[src/rtl/bdp_pkg.sv]
`timescale 1ns / 1ps
// bdp_pkg: shared constants and types for the buck duty PID / soft-start core.
// No dependencies; used by the channel interfaces and the core.
package bdp_pkg;

    // Widths of the fixed fields
    localparam int SAMPLE_W = 10;
    localparam int DUTY_W   = 10;
    localparam int GAIN_W   = 16;
    localparam int STEP_W   = 8;
    localparam int ERR_W    = 11;   // target - sample, signed
    localparam int DERR_W   = 12;   // e - e_prev, signed

    // Integral accumulator width
    localparam int SUM_W    = 24;

    // Configuration port
    localparam int CFG_IDX_W  = 3;
    localparam int CFG_DATA_W = 16;

    // Gain product widths (unsigned gain extended by one sign bit)
    localparam int P_W = GAIN_W + 1 + ERR_W;
    localparam int I_W = GAIN_W + 1 + SUM_W;
    localparam int D_W = GAIN_W + 1 + DERR_W;

    // Numerator width: holds 409600*s + 100*P + I + 10000*D with margin
    localparam int N_W = ((SUM_W + 17) > 43) ? SUM_W + 18 : 44;

    // Output scaling: duty = floor(N / (2^16 * 5))
    localparam int N_SHIFT  = 16;
    localparam int HI_W     = N_W - N_SHIFT;
    localparam int QIN_W    = 13;           // quotient input below 5 * 1024
    localparam int QSAT_LIM = 5 * 1024;
    localparam int RECIP_W  = 16;
    localparam int RECIP5   = 52429;        // ceil(2^18 / 5)
    localparam int RECIP_SH = 18;
    localparam int QPROD_W  = QIN_W + RECIP_W;

    localparam logic [DUTY_W-1:0] DUTY_MAX = '1;

    // Register indexes
    typedef enum logic [CFG_IDX_W-1:0] {
        CFG_TARGET = 3'd0,
        CFG_KP     = 3'd1,
        CFG_KI     = 3'd2,
        CFG_KD     = 3'd3,
        CFG_LIMIT  = 3'd4,
        CFG_STEP   = 3'd5
    } t_cfg_idx;

    // Reset values
    localparam logic [SAMPLE_W-1:0] TARGET_RST = 10'd512;
    localparam logic [GAIN_W-1:0]   KP_RST     = 16'd4096;
    localparam logic [GAIN_W-1:0]   KI_RST     = 16'd20;
    localparam logic [GAIN_W-1:0]   KD_RST     = 16'd0;
    localparam logic [DUTY_W-1:0]   LIMIT_RST  = 10'd512;
    localparam logic [STEP_W-1:0]   STEP_RST   = 8'd2;

    // Fields that ride along the pipeline next to the arithmetic
    typedef struct packed {
        logic              ramp;     // word produced by soft start
        logic [DUTY_W-1:0] rduty;    // soft-start duty
        logic              regl;     // mode after this word
    } t_side;

endpackage

[src/rtl/bdp_in_if.sv]
`timescale 1ns / 1ps
// bdp_in_if: valid/ready channel carrying one ADC sample word.
// Depends on bdp_pkg for field widths.
interface bdp_in_if;
    logic                          valid;
    logic                          ready;
    logic [bdp_pkg::SAMPLE_W-1:0]  sample;

    modport source (output valid, output sample, input ready);
    modport sink   (input valid, input sample, output ready);
endinterface

[src/rtl/bdp_out_if.sv]
`timescale 1ns / 1ps
// bdp_out_if: valid/ready channel carrying one duty result word.
// Depends on bdp_pkg for field widths.
interface bdp_out_if;
    logic                        valid;
    logic                        ready;
    logic [bdp_pkg::DUTY_W-1:0]  duty;
    logic                        regulating;

    modport source (output valid, output duty, output regulating, input ready);
    modport sink   (input valid, input duty, input regulating, output ready);
endinterface

[src/rtl/buck_duty_pid_soft_start_core.sv]
// Buck converter duty core: soft-start ramp, then PID regulation of the duty.
// Stages: error terms, gain products, partial sums, numerator, then the output register.
// Throughput: one sample per cycle; a stage loads when empty or when its word moves on,
// so the input stalls only while all five stages hold words and the output waits.
// Reset (i_rst_n low, synchronous): soft-start mode, duty/errors/sum cleared,
// registers at defaults, pipeline emptied.
`timescale 1ns / 1ps
// Depends on bdp_pkg, bdp_in_if and bdp_out_if.
module buck_duty_pid_soft_start_core (
    input  logic                            i_clk,
    input  logic                            i_rst_n,
    input  logic                            i_cfg_we,
    input  logic [bdp_pkg::CFG_IDX_W-1:0]   i_cfg_idx,
    input  logic [bdp_pkg::CFG_DATA_W-1:0]  i_cfg_data,
    bdp_in_if.sink                          i_in,
    bdp_out_if.source                       o_out
);

    // Configuration registers
    logic [bdp_pkg::SAMPLE_W-1:0] r_target;
    logic [bdp_pkg::GAIN_W-1:0]   r_kp;
    logic [bdp_pkg::GAIN_W-1:0]   r_ki;
    logic [bdp_pkg::GAIN_W-1:0]   r_kd;
    logic [bdp_pkg::DUTY_W-1:0]   r_limit;
    logic [bdp_pkg::STEP_W-1:0]   r_step;

    // Controller state
    logic                                r_mode;
    logic [bdp_pkg::DUTY_W-1:0]          r_duty;
    logic signed [bdp_pkg::ERR_W-1:0]    r_prev_err;
    logic signed [bdp_pkg::SUM_W-1:0]    r_sum;

    // Pipeline valids and handshakes
    logic r_v1, r_v2, r_v3, r_v4, r_ov;
    logic ld_o, ld4, ld3, ld2, ld1, accept;

    // Stage 1: error terms
    logic [bdp_pkg::SAMPLE_W-1:0]        r_s1_sample;
    logic signed [bdp_pkg::ERR_W-1:0]    r_s1_e;
    logic signed [bdp_pkg::DERR_W-1:0]   r_s1_de;
    logic signed [bdp_pkg::SUM_W-1:0]    r_s1_sum;
    bdp_pkg::t_side                      r_s1_side;
    // Stage 2: gain products
    logic [bdp_pkg::SAMPLE_W-1:0]        r_s2_sample;
    logic signed [bdp_pkg::P_W-1:0]      r_s2_p;
    logic signed [bdp_pkg::I_W-1:0]      r_s2_i;
    logic signed [bdp_pkg::D_W-1:0]      r_s2_d;
    bdp_pkg::t_side                      r_s2_side;
    // Stage 3: partial sums
    logic signed [bdp_pkg::N_W-1:0]      r_s3_a;
    logic signed [bdp_pkg::N_W-1:0]      r_s3_b;
    bdp_pkg::t_side                      r_s3_side;
    // Stage 4: numerator
    logic signed [bdp_pkg::N_W-1:0]      r_s4_n;
    bdp_pkg::t_side                      r_s4_side;
    // Output register
    logic [bdp_pkg::DUTY_W-1:0]          r_o_duty;
    logic                                r_o_regl;

    // Next-value signals
    logic signed [bdp_pkg::ERR_W-1:0]    n_e;
    logic signed [bdp_pkg::DERR_W-1:0]   n_de;
    logic signed [bdp_pkg::SUM_W:0]      n_sum_raw;
    logic signed [bdp_pkg::SUM_W-1:0]    n_sum;
    logic [bdp_pkg::DUTY_W:0]            n_ramp_raw;
    logic [bdp_pkg::DUTY_W-1:0]          n_ramp_duty;
    logic                                n_ramp_go;
    bdp_pkg::t_side                      n_side;
    logic [bdp_pkg::HI_W-1:0]            n_hi;
    logic [bdp_pkg::QPROD_W-1:0]         n_qprod;
    logic [bdp_pkg::DUTY_W-1:0]          n_pid_duty;

    // Stage advance: a stage loads when empty or when its word moves on
    always_comb begin
        ld_o   = !r_ov || o_out.ready;
        ld4    = !r_v4 || ld_o;
        ld3    = !r_v3 || ld4;
        ld2    = !r_v2 || ld3;
        ld1    = !r_v1 || ld2;
        accept = i_in.valid && ld1;
    end

    assign i_in.ready       = ld1;
    assign o_out.valid      = r_ov;
    assign o_out.duty       = r_o_duty;
    assign o_out.regulating = r_o_regl;

    // Error, saturating integral and soft-start step for the incoming word
    always_comb begin
        n_e  = bdp_pkg::ERR_W'($signed({1'b0, r_target}))
             - bdp_pkg::ERR_W'($signed({1'b0, i_in.sample}));
        n_de = bdp_pkg::DERR_W'(n_e) - bdp_pkg::DERR_W'(r_prev_err);

        n_sum_raw = (bdp_pkg::SUM_W + 1)'(r_sum) + (bdp_pkg::SUM_W + 1)'(n_e);
        if (n_sum_raw[bdp_pkg::SUM_W] != n_sum_raw[bdp_pkg::SUM_W-1]) begin
            // overflow: clamp toward the sign of the true sum
            n_sum = n_sum_raw[bdp_pkg::SUM_W]
                  ? {1'b1, {(bdp_pkg::SUM_W-1){1'b0}}}
                  : {1'b0, {(bdp_pkg::SUM_W-1){1'b1}}};
        end else begin
            n_sum = n_sum_raw[bdp_pkg::SUM_W-1:0];
        end

        n_ramp_go   = r_duty < r_limit;
        n_ramp_raw  = {1'b0, r_duty} + (bdp_pkg::DUTY_W + 1)'(r_step);
        n_ramp_duty = n_ramp_raw[bdp_pkg::DUTY_W] ? bdp_pkg::DUTY_MAX
                                                  : n_ramp_raw[bdp_pkg::DUTY_W-1:0];

        n_side.ramp  = !r_mode;
        n_side.rduty = (n_ramp_go) ? n_ramp_duty : r_duty;
        n_side.regl  = r_mode || !n_ramp_go;
    end

    // Duty from numerator: floor(N / 327680), zero when N <= 0, clamp at max
    always_comb begin
        n_hi    = r_s4_n[bdp_pkg::N_W-1:bdp_pkg::N_SHIFT];
        n_qprod = bdp_pkg::QPROD_W'(n_hi[bdp_pkg::QIN_W-1:0])
                * bdp_pkg::QPROD_W'(bdp_pkg::RECIP5);
        if (r_s4_n[bdp_pkg::N_W-1] || r_s4_n == '0) begin
            n_pid_duty = '0;
        end else if (n_hi >= bdp_pkg::HI_W'(bdp_pkg::QSAT_LIM)) begin
            n_pid_duty = bdp_pkg::DUTY_MAX;
        end else begin
            n_pid_duty = n_qprod[bdp_pkg::RECIP_SH +: bdp_pkg::DUTY_W];
        end
    end

    // Control state: configuration, mode, duty, previous error, sum, valids
    always_ff @(posedge i_clk) begin
        if (!i_rst_n) begin
            r_target   <= bdp_pkg::TARGET_RST;
            r_kp       <= bdp_pkg::KP_RST;
            r_ki       <= bdp_pkg::KI_RST;
            r_kd       <= bdp_pkg::KD_RST;
            r_limit    <= bdp_pkg::LIMIT_RST;
            r_step     <= bdp_pkg::STEP_RST;
            r_mode     <= 1'b0;
            r_duty     <= '0;
            r_prev_err <= '0;
            r_sum      <= '0;
            r_v1       <= 1'b0;
            r_v2       <= 1'b0;
            r_v3       <= 1'b0;
            r_v4       <= 1'b0;
            r_ov       <= 1'b0;
        end else begin
            if (i_cfg_we) begin
                case (i_cfg_idx)
                    bdp_pkg::CFG_TARGET: r_target <= i_cfg_data[bdp_pkg::SAMPLE_W-1:0];
                    bdp_pkg::CFG_KP:     r_kp     <= i_cfg_data;
                    bdp_pkg::CFG_KI:     r_ki     <= i_cfg_data;
                    bdp_pkg::CFG_KD:     r_kd     <= i_cfg_data;
                    bdp_pkg::CFG_LIMIT:  r_limit  <= i_cfg_data[bdp_pkg::DUTY_W-1:0];
                    bdp_pkg::CFG_STEP:   r_step   <= i_cfg_data[bdp_pkg::STEP_W-1:0];
                    default: ;
                endcase
            end

            // state moves once per accepted word
            if (accept) begin
                r_prev_err <= n_e;
                r_sum      <= n_sum;
                if (!r_mode) begin
                    r_duty <= n_side.rduty;
                    r_mode <= n_side.regl;
                end
            end

            if (ld1)  r_v1 <= accept;
            if (ld2)  r_v2 <= r_v1;
            if (ld3)  r_v3 <= r_v2;
            if (ld4)  r_v4 <= r_v3;
            if (ld_o) r_ov <= r_v4;
        end
    end

    // Pipeline payload
    always_ff @(posedge i_clk) begin
        if (ld1) begin
            r_s1_sample <= i_in.sample;
            r_s1_e      <= n_e;
            r_s1_de     <= n_de;
            r_s1_sum    <= n_sum;
            r_s1_side   <= n_side;
        end
        // gain products
        if (ld2) begin
            r_s2_sample <= r_s1_sample;
            r_s2_p      <= bdp_pkg::P_W'($signed({1'b0, r_kp})) * bdp_pkg::P_W'(r_s1_e);
            r_s2_i      <= bdp_pkg::I_W'($signed({1'b0, r_ki})) * bdp_pkg::I_W'(r_s1_sum);
            r_s2_d      <= bdp_pkg::D_W'($signed({1'b0, r_kd})) * bdp_pkg::D_W'(r_s1_de);
            r_s2_side   <= r_s1_side;
        end
        // constant scaling and two partial sums
        if (ld3) begin
            r_s3_a    <= $signed(bdp_pkg::N_W'(r_s2_sample)) * bdp_pkg::N_W'(409600)
                       + bdp_pkg::N_W'(r_s2_p) * bdp_pkg::N_W'(100);
            r_s3_b    <= bdp_pkg::N_W'(r_s2_i)
                       + bdp_pkg::N_W'(r_s2_d) * bdp_pkg::N_W'(10000);
            r_s3_side <= r_s2_side;
        end
        if (ld4) begin
            r_s4_n    <= r_s3_a + r_s3_b;
            r_s4_side <= r_s3_side;
        end
        // result word: ramp duty during soft start, PID duty otherwise
        if (ld_o) begin
            r_o_duty <= r_s4_side.ramp ? r_s4_side.rduty : n_pid_duty;
            r_o_regl <= r_s4_side.regl;
        end
    end

endmodule

[src/flat_wrapper.sv]
// flat-port wrapper written by rule: the top's interface ports become plain ports
module buck_duty_pid_soft_start_core_flat 
  (i_clk, i_rst_n, i_cfg_we, i_cfg_idx, i_cfg_data, i_in_valid, i_in_sample, i_in_ready, o_out_valid, o_out_duty, o_out_regulating, o_out_ready);
  bdp_in_if i_in_i ();
  bdp_out_if o_out_i ();
  input  logic i_clk;
  input  logic i_rst_n;
  input  logic i_cfg_we;
  input  logic [bdp_pkg::CFG_IDX_W-1:0] i_cfg_idx;
  input  logic [bdp_pkg::CFG_DATA_W-1:0] i_cfg_data;
  input wire logic [$bits(i_in_i.valid)-1:0] i_in_valid;
  input wire logic [$bits(i_in_i.sample)-1:0] i_in_sample;
  output wire logic [$bits(i_in_i.ready)-1:0] i_in_ready;
  output wire logic [$bits(o_out_i.valid)-1:0] o_out_valid;
  output wire logic [$bits(o_out_i.duty)-1:0] o_out_duty;
  output wire logic [$bits(o_out_i.regulating)-1:0] o_out_regulating;
  input wire logic [$bits(o_out_i.ready)-1:0] o_out_ready;
  assign i_in_i.valid = i_in_valid;
  assign i_in_i.sample = i_in_sample;
  assign i_in_ready = i_in_i.ready;
  assign o_out_valid = o_out_i.valid;
  assign o_out_duty = o_out_i.duty;
  assign o_out_regulating = o_out_i.regulating;
  assign o_out_i.ready = o_out_ready;
  buck_duty_pid_soft_start_core u_core (.i_clk(i_clk), .i_rst_n(i_rst_n), .i_cfg_we(i_cfg_we), .i_cfg_idx(i_cfg_idx), .i_cfg_data(i_cfg_data), .i_in(i_in_i), .o_out(o_out_i));
endmodule
[config.mk]
export PLATFORM = sky130hd
export DESIGN_NAME = buck_duty_pid_soft_start_core_flat
export DESIGN_NICKNAME = d
export VERILOG_FILES = /design/src/rtl/bdp_pkg.sv /design/src/rtl/bdp_in_if.sv /design/src/rtl/bdp_out_if.sv /design/src/rtl/buck_duty_pid_soft_start_core.sv /design/src/flat_wrapper.sv
export SDC_FILE = /design/constraint.sdc
export NUM_CORES = 2
export LEC_CHECK = 0
export ABC_AREA = 0
export BUFFER_PORTS_ARGS = -buffer_cell sky130_fd_sc_hd__buf_4
export CORE_MARGIN = 4
export CORE_UTILIZATION = 35
export CTS_CLUSTER_DIAMETER = 100
export DETAILED_ROUTE_END_ITERATION = 12
export PLACE_DENSITY = 0.59
export SYNTH_ARGS = -nofsm -noshare
export SYNTH_HDL_FRONTEND = slang
export SYNTH_SLANG_ARGS = --single-unit
[constraint.sdc]
create_clock -name i_clk -period 8.88 [get_ports i_clk]
set_input_delay 2.22 -clock i_clk [delete_from_list [all_inputs] [get_ports i_clk]]
set_output_delay 2.22 -clock i_clk [all_outputs]
set_load 0.01 [all_outputs]
==> results.sh <==
export IMPL_cts_repair_resized=0
export IMPL_rows=152
export IMPL_required_ns=9.26
export IMPL_crit_top_cell="ha_1"
export IMPL_hpwl_um=121500
export IMPL_cts_setup_buffers=0
export IMPL_yosysTopAreaCell="fa_1"
export IMPL_slowest_stage="fa_1"
export IMPL_setup_tns_ns=0
export IMPL_dr_pass1_iters=5
export IMPL_preCtsSetupSlack_ns=1.035
export IMPL_criticalPathCategory="reg -> reg"
export IMPL_insertion_delay_ns=0.65
export IMPL_timing_final_crit_share=0.8482
export IMPL_start_util=0.3523
export IMPL_die_area_mm2=0.1798
export IMPL_root_buffer="clkbuf_16"
export IMPL_grt_start_max_net_pins=80
export IMPL_fin_crit_ns=7.532
export IMPL_clock_sinks=481
export IMPL_synthTopCellsByCount="1,231 x inv_1, 813 x fa_1, 783 x ha_1"
export IMPL_maxSlewHeadroom=0.1291
export IMPL_synth_top_cell_area_share=0.2687
export IMPL_wl_per_cell_um=17.27
export IMPL_crit_arrival_ns=7.91
export IMPL_reg2reg_depth=27
export IMPL_final_cell_area_mm2=0.06528
export IMPL_finalHoldViolCount=0
export IMPL_ios=47
export IMPL_area_delta_synth_final_pct=7.784
export IMPL_setup_viol=0
export IMPL_fp_coreArea_mm2=0.1719
export IMPL_netlist_instances=6271
export IMPL_synthTopCellsByArea="fa_1 27%, edfxtp_1 18%, ha_1 16%"
export IMPL_wl_um=148500
export IMPL_slew_viol_final=0
export IMPL_grt_antenna_before_repair=7
export IMPL_drtIter0Drc=2498
export IMPL_r2r_end="u_core.r_s3_b[41]$_DFFE_PP_"
export IMPL_synthFlopType="edfxtp_1"
export IMPL_port_buffers=46
export IMPL_ys_ff_latch=481
export IMPL_max_cap_violations=0
export IMPL_tightest_slew_ns=1.302
export IMPL_hold_slack_ns=0.4146
export IMPL_outcome="finished clean"
export IMPL_grt_setup_unrepaired="no"
export IMPL_hold_buffers=0
export IMPL_placed_area_mm2=0.06340
export IMPL_cts_tree="yes"
export IMPL_cp_start_kind="flip-flop"
export IMPL_worst_setup_path_end_kind="flip-flop"
export IMPL_avgViaCountPerCell=4.878
export IMPL_hold_end="u_core.r_s2_sample[7]$_DFFE_PP_"
export IMPL_synth_edff_count=354
export IMPL_fin_nets=7867
export IMPL_r2r_slack_ns=1.35
export IMPL_grt_pass1_wl_um=240400
export IMPL_clock_skew_ns=0.03445
export IMPL_path_max_fanout=6
export IMPL_cts_buffers=55
export IMPL_drive_gt1_frac=0.03246
export IMPL_ys_warnings_count=0
export IMPL_hp_start="u_core.r_s1_sample[7]$_DFFE_PN_"
export IMPL_fp_dieH_um=424.0
export IMPL_min_path_cells=0
export IMPL_final_antenna_net_count=0
export IMPL_drc_errors=0
export IMPL_syn_nets=7901
export IMPL_setup_ws_ns=1.348
export IMPL_async_flop_share=0
export IMPL_yosysMostFrequentCell="inv_1"
export IMPL_max_freq_mhz=132.8
export IMPL_r2r_start="u_core.r_s2_d[7]$_DFFE_PP_"
export IMPL_hp_class="reg -> reg"
export IMPL_synth_area_mm2=0.06056
export IMPL_grt_overflow=0
export IMPL_cts_htree_levels=2
export IMPL_avgSynthCellArea_um2=9.658
export IMPL_first_global_vias=43340
export IMPL_vias=41950
export IMPL_synth_cell_types=84
export IMPL_synth_seq_area_share=0.2175
export IMPL_slowest_delay_ns=0.54
export IMPL_die_w_um=424.0
export IMPL_clk_path_buf_depth=3
export IMPL_grt_usage=0.1672
export IMPL_place_congestion=0.8822
export IMPL_clk_pin_slew_ns=0.06
[flip-flops by register name, indices dropped and copies added (netlist names), 11 cells and up]
name / flops
u_core.r_s2_side: 12
u_core.r_s3_a: 42
u_core.r_s4_side: 12
u_core.r_kp: 16
u_core.r_s1_e: 11
u_core.r_s1_side: 12
u_core.r_s2_d: 29
u_core.r_ki: 16
u_core.r_s1_de: 12
u_core.r_s3_b: 44
u_core.r_prev_err: 11
u_core.r_s3_side: 12
u_core.r_s4_n: 44
u_core.r_sum: 24
u_core.r_s2_p: 28
u_core.r_kd: 16
u_core.r_s1_sum: 24
u_core.r_s2_i: 41
[cells by family after synthesis]
family | Yosys count | synth area share
AND/OR/NAND/NOR | 1601 | 0.1271
adder cells (fa/ha/maj) | 1596 | 0.4305
buffers and inverters | 1396 | 0.08702
AO/OA/AOI/OAI | 908 | 0.09592
flip-flops | 481 | 0.2175
XOR/XNOR | 283 | 0.04093
multiplexers | 6 | 0.001012
[worst max path at each step]
stage / start / to / cells past startpoint
floorplan: i_in_sample[0] / u_core.r_s1_sum[10]$_DFFE_PN_ / 23
global route: u_core.r_s2_d[7]$_DFFE_PP_ / u_core.r_s3_b[41]$_DFFE_PP_ / 28
global placement: i_in_sample[0] / u_core.r_sum[5]$_SDFFE_PN0P_ / 25
CTS: u_core.r_s2_d[7]$_DFFE_PP_ / u_core.r_s3_b[41]$_DFFE_PP_ / 27
finish: u_core.r_s2_d[7]$_DFFE_PP_ / u_core.r_s3_b[41]$_DFFE_PP_ / 27
detailed placement: i_in_sample[0] / u_core.r_sum[5]$_SDFFE_PN0P_ / 25
[worst max-delay path: cells and delay by family, from the launching register on]
| family | cells | cell delay, ns |
|---|---|---|
| fa+ha+maj | 7 | 2.95 |
| compound gates | 10 | 2.31 |
| simple gates | 6 | 1.17 |
| flops | 1 | 0.51 |
| xor+xnor | 2 | 0.21 |
| buf+inv | 2 | 0.09 |
[stage by stage]
step                utilization  instances
finish                   0.3797       8599
global route             0.3796       8595
CTS                      0.3796       8594
detailed placement       0.3687       8490
global placement         0.3687       8490
floorplan                     -       6271
[cells in the final DEF, fill, tap and decap left out, types with 37 or more instances in the layout]
cell type / count
and2_1: 368
xor2_1: 88
xnor2_1: 194
nand2b_1: 60
buf_4: 73
a21o_1: 161
nor2_1: 202
inv_1: 1229
o21a_1: 37
o21ai_0: 135
fa_1: 813
nand3_1: 46
a21oi_1: 319
dfxtp_1: 127
clkbuf_16: 57
edfxtp_1: 354
nand2_1: 699
nor2b_1: 52
ha_1: 783
nor3_1: 65
[area by class of cell]
type	instances	area, um2
diodes	5	12.51
clock buffers	68	1501
clock inverters	36	367.9
fillers	17240	106600
inverters	1232	4627
multi-input cells	4394	42160
flip-flops and latches	481	13170
well taps	2310	2890
repair buffers	73	548.0
[routing by layer]
layer  track usage  part of all wire
met1        0.2360              0.46
met3       0.02522             0.058
met5             0           0.00018
met2        0.2678              0.45
met4       0.04463             0.028
Power is not shown: default switching activity piles up to over one toggle a cycle in this logic, so the estimate is an artifact.
